[config.mk]
export PLATFORM = sky130hd
export DESIGN_NAME = lor_index_from_crystal_pair_unit
export DESIGN_NICKNAME = d
export VERILOG_FILES = /design/src/hw/rtl/lor_pkg.sv /design/src/hw/rtl/lor_index_from_crystal_pair_unit.sv
export SDC_FILE = /design/constraint.sdc
export NUM_CORES = 2
export LEC_CHECK = 0
export BUFFER_PORTS_ARGS = -buffer_cell sky130_fd_sc_hd__buf_2
export CELL_PAD_IN_SITES_DETAIL_PLACEMENT = 0
export CELL_PAD_IN_SITES_GLOBAL_PLACEMENT = 1
export CORE_MARGIN = 2
export CORE_UTILIZATION = 56
export CTS_CLUSTER_SIZE = 25
export DETAILED_ROUTE_END_ITERATION = 8
export GPL_TIMING_DRIVEN = 0
export PLACE_DENSITY_LB_ADDON = 0.3
export SLEW_MARGIN = 25
export SYNTH_ARGS = -nofsm -noshare
export SYNTH_HDL_FRONTEND = slang
export SYNTH_SLANG_ARGS = --single-unit
[constraint.sdc]
create_clock -name clock -period 81.3 [get_ports clock]
set_input_delay 12.195 -clock clock [delete_from_list [all_inputs] [get_ports clock]]
set_output_delay 12.195 -clock clock [all_outputs]
set_load 0.05 [all_outputs]
[src/hw/rtl/lor_pkg.sv]
package lor_pkg;

   localparam int CRYSTAL_W = 17;
   localparam int LOR_W     = 33;
   localparam int VIEW_W    = 9;
   localparam int BIN_W     = 10;
   localparam int SLICE_W   = 14;

   localparam int CSR_N_W     = 11;
   localparam int CSR_R_W     = 8;
   localparam int CSR_DATA_W  = 11;
   localparam int CSR_INDEX_W = 2;

   localparam logic [CSR_INDEX_W-1:0] CSR_CRYSTALS_PER_RING = 2'd0;
   localparam logic [CSR_INDEX_W-1:0] CSR_RING_COUNT        = 2'd1;

   localparam logic [CSR_N_W-1:0] CRYSTALS_PER_RING_RESET = 11'd576;
   localparam logic [CSR_R_W-1:0] RING_COUNT_RESET        = 8'd72;

   localparam int MAX_CRYSTALS_PER_RING_DEFAULT = 1024;
   localparam int MAX_RINGS_DEFAULT             = 128;

   localparam int REQ_DATA_W = 40;
   localparam int RSP_DATA_W = 72;

endpackage

[src/hw/rtl/lor_index_from_crystal_pair_unit.sv]
// Channel  Direction  Words                                   Handshake
// req      in         crystal pair                            req_tvalid / req_tready
// rsp      out        lor, view, bin, slice; error in tuser   rsp_tvalid / rsp_tready
// csr      in         crystals per ring, ring count           csr_write, no stall
//
// One pair is taken in every cycle while the output is not stalled; each result passes
// through the input stage, the ring division and the view, shift, order and product stages.
// Reset is synchronous; it empties the pipeline and restores both registers.
// A stalled output freezes every stage, so no word is lost or repeated.
module lor_index_from_crystal_pair_unit #(
   parameter int MAX_CRYSTALS_PER_RING = lor_pkg::MAX_CRYSTALS_PER_RING_DEFAULT,
   parameter int MAX_RINGS             = lor_pkg::MAX_RINGS_DEFAULT
) (
   input  logic                                clock,
   input  logic                                reset,
   input  logic                                req_tvalid,
   output logic                                req_tready,
   // crystal_a, crystal_b, zero pad
   input  logic [lor_pkg::REQ_DATA_W-1:0]      req_tdata,
   output logic                                rsp_tvalid,
   input  logic                                rsp_tready,
   // lor_index, view_index, bin_index, slice_index, zero pad
   output logic [lor_pkg::RSP_DATA_W-1:0]      rsp_tdata,
   // id_error
   output logic                                rsp_tuser,
   input  logic                                csr_write,
   input  logic [lor_pkg::CSR_INDEX_W-1:0]     csr_index,
   input  logic [lor_pkg::CSR_DATA_W-1:0]      csr_wdata
);

   localparam int CW  = lor_pkg::CRYSTAL_W;
   localparam int LOW = lor_pkg::LOR_W;
   localparam int VIW = lor_pkg::VIEW_W;
   localparam int BIW = lor_pkg::BIN_W;
   localparam int SLW = lor_pkg::SLICE_W;
   localparam int CNW = lor_pkg::CSR_N_W;
   localparam int CRW = lor_pkg::CSR_R_W;
   localparam int ODW = lor_pkg::RSP_DATA_W;

   localparam int PW  = $clog2(MAX_CRYSTALS_PER_RING);
   localparam int NW  = $clog2(MAX_CRYSTALS_PER_RING + 1);
   localparam int QW  = (MAX_RINGS > 1) ? $clog2(MAX_RINGS) : 1;
   localparam int RW  = (MAX_RINGS > 1) ? $clog2(MAX_RINGS + 1) : 1;
   localparam int DW  = CW + QW;
   localparam int NRW = NW + RW;
   localparam int NNW = 2 * NW;
   localparam int SW  = QW + RW + 1;
   localparam int VTW = PW + NW;
   localparam int VBW = VTW + 1;
   localparam int PRW = SW + NNW;
   localparam int LW  = ((PRW > VBW) ? PRW : VBW) + 1;

   typedef struct packed {
      logic          err;
      logic [CW-1:0] rem_a;
      logic [CW-1:0] rem_b;
      logic [QW-1:0] q_a;
      logic [QW-1:0] q_b;
   } div_type;

   logic adv;
   assign adv        = !rsp_tvalid || rsp_tready;
   assign req_tready = adv;

   // Configuration and derived constants.
   logic [CNW-1:0] csr_n_ff;
   logic [CRW-1:0] csr_r_ff;
   logic [NW-1:0]  n_eff_in, n_ff;
   logic [RW-1:0]  r_eff_in, r_ff;
   logic [NRW-1:0] nr_ff;
   logic [NNW-1:0] nn_ff;

   always_ff @(posedge clock) begin
      if (reset) begin
         csr_n_ff <= lor_pkg::CRYSTALS_PER_RING_RESET;
         csr_r_ff <= lor_pkg::RING_COUNT_RESET;
      end else if (csr_write) begin
         if (csr_index == lor_pkg::CSR_CRYSTALS_PER_RING) begin
            csr_n_ff <= csr_wdata[CNW-1:0];
         end else if (csr_index == lor_pkg::CSR_RING_COUNT) begin
            csr_r_ff <= csr_wdata[CRW-1:0];
         end
      end
   end

   always_comb begin
      if (32'(csr_n_ff) < 2) begin
         n_eff_in = NW'(2);
      end else if (32'(csr_n_ff) > MAX_CRYSTALS_PER_RING) begin
         n_eff_in = NW'(MAX_CRYSTALS_PER_RING);
      end else begin
         n_eff_in = NW'(csr_n_ff);
      end
      if (csr_r_ff == '0) begin
         r_eff_in = RW'(1);
      end else if (32'(csr_r_ff) > MAX_RINGS) begin
         r_eff_in = RW'(MAX_RINGS);
      end else begin
         r_eff_in = RW'(csr_r_ff);
      end
   end

   always_ff @(posedge clock) begin
      n_ff  <= n_eff_in;
      r_ff  <= r_eff_in;
      nr_ff <= NRW'(n_eff_in) * NRW'(r_eff_in);
      nn_ff <= NNW'(n_eff_in - NW'(1)) * NNW'(n_eff_in >> 1);
   end

   // Input stage.
   logic          s0_valid_ff;
   logic [CW-1:0] s0_a_ff, s0_b_ff;

   always_ff @(posedge clock) begin
      if (reset) begin
         s0_valid_ff <= 1'b0;
      end else if (adv) begin
         s0_valid_ff <= req_tvalid;
      end
   end

   always_ff @(posedge clock) begin
      if (adv) begin
         s0_a_ff <= req_tdata[CW-1:0];
         s0_b_ff <= req_tdata[2*CW-1:CW];
      end
   end

   // Ring division, one quotient bit per stage, most significant first.
   div_type       div_src [QW+1];
   logic [QW:0]   div_src_valid;
   div_type       div_in  [QW];
   div_type       div_ff  [QW];
   logic [QW-1:0] div_valid_ff;

   assign div_src[0] = {(NRW'(0) + s0_a_ff >= nr_ff) || (NRW'(0) + s0_b_ff >= nr_ff),
                        s0_a_ff, s0_b_ff, QW'(0), QW'(0)};
   assign div_src_valid[0] = s0_valid_ff;

   for (genvar j = 0; j < QW; j++) begin : g_div
      localparam int K = QW - 1 - j;
      logic [DW-1:0] dsub;

      assign dsub                 = DW'(n_ff) << K;
      assign div_src[j+1]         = div_ff[j];
      assign div_src_valid[j+1]   = div_valid_ff[j];

      always_comb begin
         div_in[j] = div_src[j];
         if (DW'(div_src[j].rem_a) >= dsub) begin
            div_in[j].rem_a  = div_src[j].rem_a - dsub[CW-1:0];
            div_in[j].q_a[K] = 1'b1;
         end
         if (DW'(div_src[j].rem_b) >= dsub) begin
            div_in[j].rem_b  = div_src[j].rem_b - dsub[CW-1:0];
            div_in[j].q_b[K] = 1'b1;
         end
      end

      always_ff @(posedge clock) begin
         if (reset) begin
            div_valid_ff[j] <= 1'b0;
         end else if (adv) begin
            div_valid_ff[j] <= div_src_valid[j];
         end
      end

      always_ff @(posedge clock) begin
         if (adv) begin
            div_ff[j] <= div_in[j];
         end
      end
   end

   div_type dq;
   assign dq = div_src[QW];

   // View stage.
   logic          v_valid_ff, v_err_ff;
   logic [PW-1:0] v_pa_ff, v_pb_ff, v_view_ff, v_view_in;
   logic [QW-1:0] v_ra_ff, v_rb_ff;
   logic [PW:0]   v_sum;

   always_comb begin
      v_sum = PW'(dq.rem_a) + (PW+1)'(dq.rem_b[PW-1:0]);
      if (v_sum >= (PW+1)'(n_ff)) begin
         v_sum = v_sum - (PW+1)'(n_ff);
      end
      v_view_in = v_sum[PW:1];
   end

   // Shift stage.
   logic          h_valid_ff, h_err_ff;
   logic [PW-1:0] h_view_ff;
   logic [NW-1:0] h_sa_ff, h_sb_ff, h_sa_in, h_sb_in;
   logic [QW-1:0] h_ra_ff, h_rb_ff;

   always_comb begin
      if (v_pa_ff > v_view_ff) begin
         h_sa_in = NW'(v_pa_ff) - NW'(v_view_ff);
      end else begin
         h_sa_in = NW'(v_pa_ff) + n_ff - NW'(v_view_ff);
      end
      if (v_pb_ff > v_view_ff) begin
         h_sb_in = NW'(v_pb_ff) - NW'(v_view_ff);
      end else begin
         h_sb_in = NW'(v_pb_ff) + n_ff - NW'(v_view_ff);
      end
   end

   // Order stage.
   logic          c_valid_ff, c_err_ff;
   logic [PW-1:0] c_view_ff, c_bin_ff, c_bin_in;
   logic [QW-1:0] c_r1_ff, c_r2_ff, c_r1_in, c_r2_in;
   logic [NW-1:0] c_diff;

   always_comb begin
      if (h_sa_ff > h_sb_ff) begin
         c_diff  = h_sa_ff - h_sb_ff;
         c_r1_in = h_ra_ff;
         c_r2_in = h_rb_ff;
      end else begin
         c_diff  = h_sb_ff - h_sa_ff;
         c_r1_in = h_rb_ff;
         c_r2_in = h_ra_ff;
      end
      c_bin_in = PW'(n_ff - NW'(1) - c_diff);
   end

   // Product stages.
   logic           m1_valid_ff, m1_err_ff;
   logic [PW-1:0]  m1_view_ff, m1_bin_ff;
   logic [SW-1:0]  m1_slice_ff;
   logic [VTW-1:0] m1_vterm_ff;

   logic           m2_valid_ff, m2_err_ff;
   logic [PW-1:0]  m2_view_ff, m2_bin_ff;
   logic [SW-1:0]  m2_slice_ff;
   logic [PRW-1:0] m2_prod_ff;
   logic [VBW-1:0] m2_vb_ff;

   logic           m3_valid_ff, m3_err_ff;
   logic [LOW-1:0] m3_lor_ff;
   logic [VIW-1:0] m3_view_ff;
   logic [BIW-1:0] m3_bin_ff;
   logic [SLW-1:0] m3_slice_ff;
   logic [LW-1:0]  m3_sum;

   assign m3_sum = LW'(m2_prod_ff) + LW'(m2_vb_ff);

   always_ff @(posedge clock) begin
      if (reset) begin
         v_valid_ff  <= 1'b0;
         h_valid_ff  <= 1'b0;
         c_valid_ff  <= 1'b0;
         m1_valid_ff <= 1'b0;
         m2_valid_ff <= 1'b0;
         m3_valid_ff <= 1'b0;
      end else if (adv) begin
         v_valid_ff  <= div_src_valid[QW];
         h_valid_ff  <= v_valid_ff;
         c_valid_ff  <= h_valid_ff;
         m1_valid_ff <= c_valid_ff;
         m2_valid_ff <= m1_valid_ff;
         m3_valid_ff <= m2_valid_ff;
      end
   end

   always_ff @(posedge clock) begin
      if (adv) begin
         v_err_ff  <= dq.err;
         v_pa_ff   <= dq.rem_a[PW-1:0];
         v_pb_ff   <= dq.rem_b[PW-1:0];
         v_ra_ff   <= dq.q_a;
         v_rb_ff   <= dq.q_b;
         v_view_ff <= v_view_in;

         h_err_ff  <= v_err_ff;
         h_view_ff <= v_view_ff;
         h_sa_ff   <= h_sa_in;
         h_sb_ff   <= h_sb_in;
         h_ra_ff   <= v_ra_ff;
         h_rb_ff   <= v_rb_ff;

         c_err_ff  <= h_err_ff;
         c_view_ff <= h_view_ff;
         c_bin_ff  <= c_bin_in;
         c_r1_ff   <= c_r1_in;
         c_r2_ff   <= c_r2_in;

         m1_err_ff   <= c_err_ff;
         m1_view_ff  <= c_view_ff;
         m1_bin_ff   <= c_bin_ff;
         m1_slice_ff <= SW'(c_r1_ff) * SW'(r_ff) + SW'(c_r2_ff);
         m1_vterm_ff <= VTW'(c_view_ff) * VTW'(n_ff - NW'(1));

         m2_err_ff   <= m1_err_ff;
         m2_view_ff  <= m1_view_ff;
         m2_bin_ff   <= m1_bin_ff;
         m2_slice_ff <= m1_slice_ff;
         m2_prod_ff  <= PRW'(m1_slice_ff) * PRW'(nn_ff);
         m2_vb_ff    <= VBW'(m1_vterm_ff) + VBW'(m1_bin_ff);

         m3_err_ff <= m2_err_ff;
         if (m2_err_ff) begin
            m3_lor_ff   <= '0;
            m3_view_ff  <= '0;
            m3_bin_ff   <= '0;
            m3_slice_ff <= '0;
         end else begin
            m3_lor_ff   <= m3_sum[LOW-1:0];
            m3_view_ff  <= VIW'(m2_view_ff);
            m3_bin_ff   <= BIW'(m2_bin_ff);
            m3_slice_ff <= SLW'(m2_slice_ff);
         end
      end
   end

   assign rsp_tvalid = m3_valid_ff;
   assign rsp_tuser  = m3_err_ff;
   assign rsp_tdata  = ODW'({m3_slice_ff, m3_bin_ff, m3_view_ff, m3_lor_ff});

endmodule
==> impl_metrics.py <==
metrics = {
    "grt": {
        "globalRoute.busiestLayer": "met2",
        "gr-usage-met1": 0.3374,
        "use_met2": 0.4310,
        "grt_pass1_wl_mm": 235.5,
        "antenna_found_initial": 3,
        "grt_use_total": 0.2548,
        "grt_pass1_vias": 44371,
        "grt_max_degree": 59,
        "met3_usage": 0.03390,
        "gr-total-overflow": 0,
    },
    "layout": {
        "antennaDiodeCount": 0,
        "area.sequential_um2": 21720,
        "fillers": 9439,
        "stdcell_area_um2": 69970,
        "multi_input_area_um2": 38180,
        "layout.nets": 7605,
        "drive_gt1_frac": 0.07706,
        "syn2layout_area_growth_pct": 9.349,
    },
    "clocking": {
        "clk_path_buf_depth": 3,
        "cts_tree": "yes",
        "post_cts_buffers": 0,
        "cts_buffers": 82,
        "clock-sinks": 754,
        "path_clk_slew_ns": 0.06,
        "ctsHoldBuffers": 0,
        "ctsResizeCount": 0,
        "clk_latency_ns": 0.69,
        "clockRootBuffer": "clkbuf_16",
        "ctsHtreeMaxLevel": 3,
    },
    "timing": {
        "skew_ns": 0.03505,
        "fmax_ghz": 0.03840,
        "worstMarginPinSlew_ns": 1.081,
        "tns_ns": 0,
        "maxSlewViolCount": 0,
        "setup_viol": 0,
        "rsz0062_at_grt": "no",
        "max_slew_margin": 0.2744,
        "final-hold-violation-count": 0,
        "fin_crit_sh": 0.3203,
        "period_minus_slack_ns": 26.04,
    },
    "drt": {
        "remaining_drc_errors": 0,
        "routed_wl_mm": 145.3,
        "vias": 43129,
        "wire_per_inst_um": 18.33,
        "viasPerCell": 5.444,
        "ant_nets": 0,
        "firstDrtPassIters": 5,
        "drtIter0Drc": 2547,
    },
    "synthesis": {
        "synth.most_common_cell": "inv_1",
        "synthTopCellsByArea": "edfxtp_1 31%, fa_1 19%, ha_1 11%",
        "ys_async_sr_fraction": 0,
        "synth_common_cells": "967 x inv_1, 661 x edfxtp_1, 618 x fa_1",
        "synth_warnings": 0,
        "synthXorXnorAreaFrac": 0.04257,
        "syn_avg_cell_area_um2": 10.52,
        "ys_ff_latch": 754,
        "yosysUniqueCellTypes": 98,
        "synth-edff-count": 661,
        "syn-cell-area_um2": 63980,
        "synth_fa_ha_area_frac": 0.3074,
        "synth_top_cell_area_share": 0.3102,
        "ys_seq_area_frac": 0.3393,
        "synthMuxAreaShare": 0.02851,
        "synth_compound_area_frac": 0.08675,
        "synthSimpleGateAreaFrac": 0.1287,
        "synth_area_leader_cell": "edfxtp_1",
        "synth_top_family_by_area": "adder cells",
        "post_synth_inst_count": 6082,
        "ys.flop_type": "edfxtp_1",
    },
    "worst_setup_path": {
        "ff2ff_path_depth": 29,
        "worstPathRequired_ns": 69.10,
        "cp_common_cell": "buf_2",
        "cpMaxStageDelayCell": "clkbuf_4",
        "path_max_fanout": 50,
        "critical_path.cell_chain": "buf_2, nor2b_1, inv_1, clkbuf_4, buf_12, buf_2",
        "r2r-start": "csr_n_ff[7]",
        "start_kind": "primary input",
        "rr_endpoint": "nn_ff[21]",
        "regToRegSetupSlack_ns": 73.19,
        "critical_path_class": "in -> out",
        "worstSetupEndpointType": "output pin",
        "critPathMaxStageDelay_ns": 0.44,
        "cp.arrival_ns": 13.85,
    },
    "floorplanning": {
        "fp.dieW_um": 342.0,
        "die_h_um": 342.0,
        "core_area_um2": 113900,
        "initial_core_util": 0.5619,
        "num_io_pins": 133,
        "num_rows": 124,
        "dieArea_um2": 117000,
    },
    "placed_design": {
        "dpl.hpwl_mm": 115.7,
        "port_buffers": 119,
        "place_congestion": 0.9319,
        "place_area_um2": 67190,
    },
    "min_path": {
        "min_path_type": "reg -> reg",
        "hold_end": "h_rb_ff[1]",
        "hold_start": "v_rb_ff[1]",
        "holdPathStages": 0,
    },
    "job": {
        "drv_cap": 0,
    },
    "status": {
        "status": "finished, final reports clean",
    },
}
==> flip-flops by register name (all words and copies together), names as in the netlist, 11 cells and up <==
signal,cells
div_ff,287
m2_prod_ff,33
m3_lor_ff,33
m2_vb_ff,22
nn_ff,22
m1_vterm_ff,21
nr_ff,19
s0_a_ff,17
s0_b_ff,17
m1_slice_ff,16
m2_slice_ff,14
m3_slice_ff,14
csr_n_ff,11
h_sa_ff,11
h_sb_ff,11
n_ff,11
==> placed cells by master, fill, tap and decap left out, drive strengths merged, types with 205 or more instances in the layout <==
cell and instances:
nand2 596, xnor2 218, fa 618, nor2 286, edfxtp 661, inv 971
and2 226, clkbuf 205, a21oi 236, ha 583
==> worst max-delay path by stage <==
stage                          start  slack [ns]    endpoint  depth (start not counted)
after CTS                 rsp_tready       55.24  req_tready                          6
after detailed placement  rsp_tready       55.25  req_tready                          6
after floorplan           rsp_tready       38.35  req_tready                          3
after global routing      rsp_tready       55.13  req_tready                          6
final                     rsp_tready       55.26  req_tready                          6
after global placement    rsp_tready       29.36  req_tready                          5
==> cell type report <==
| type | instances | share of cell area |
|---|---|---|
| timing repair buffer | 142 | 0.01627 |
| sequential | 754 | 0.3104 |
| buffer | 148 | 0.009031 |
| multi-input combinational | 4248 | 0.5456 |
| tap | 1512 | 0.02704 |
| inverter | 970 | 0.05204 |
| clock inverter | 55 | 0.008584 |
| clock buffer | 94 | 0.03101 |
==> metrics by stage <==
stage	cells	utilization	hold slack [ns]	setup WS, ns
6_report	7923	0.6144	0.4060	55.26
5_1_grt	7923	0.6144	0.4124	55.13
4_1_cts	7923	0.6143	0.4002	55.24
3_5_place_dp	7774	0.5900	0.4045	55.25
3_3_place_gp	7751	0.5850	0.4000	29.36
2_1_floorplan	6120	-	0.4003	38.35
==> worst max-delay path, delay by kind of cell <==
family,cells,cell delay (ns)
buffers and inverters,5,1.25
and+or+nand+nor,1,0.32
==> metal layers <==
| metal | share of wire | wire length, um |
|---|---|---|
| met5 | 0.00028 | 40 |
| met4 | 0.038 | 5567 |
| met3 | 0.045 | 6561 |
| met2 | 0.48 | 69510 |
| met1 | 0.44 | 63570 |
==> cells by family (layout without fill, tap and decap cells) <==
| family | count (synthesis) | in the layout |
|---|---|---|
| and+or+nand+nor | 1681 | 1681 |
| muxes | 168 | 168 |
| AOI/OAI and AO/OA | 847 | 847 |
| adders and majority gates | 1201 | 1201 |
| xor gates and xnor gates | 311 | 311 |
| DFF | 754 | 754 |
| buffers and inverters | 1118 | 1409 |
| other | 2 | 40 |
Power is left out: the tool's default activity adds up to more than one toggle a clock period on the data nets, which glitch-free logic cannot reach.
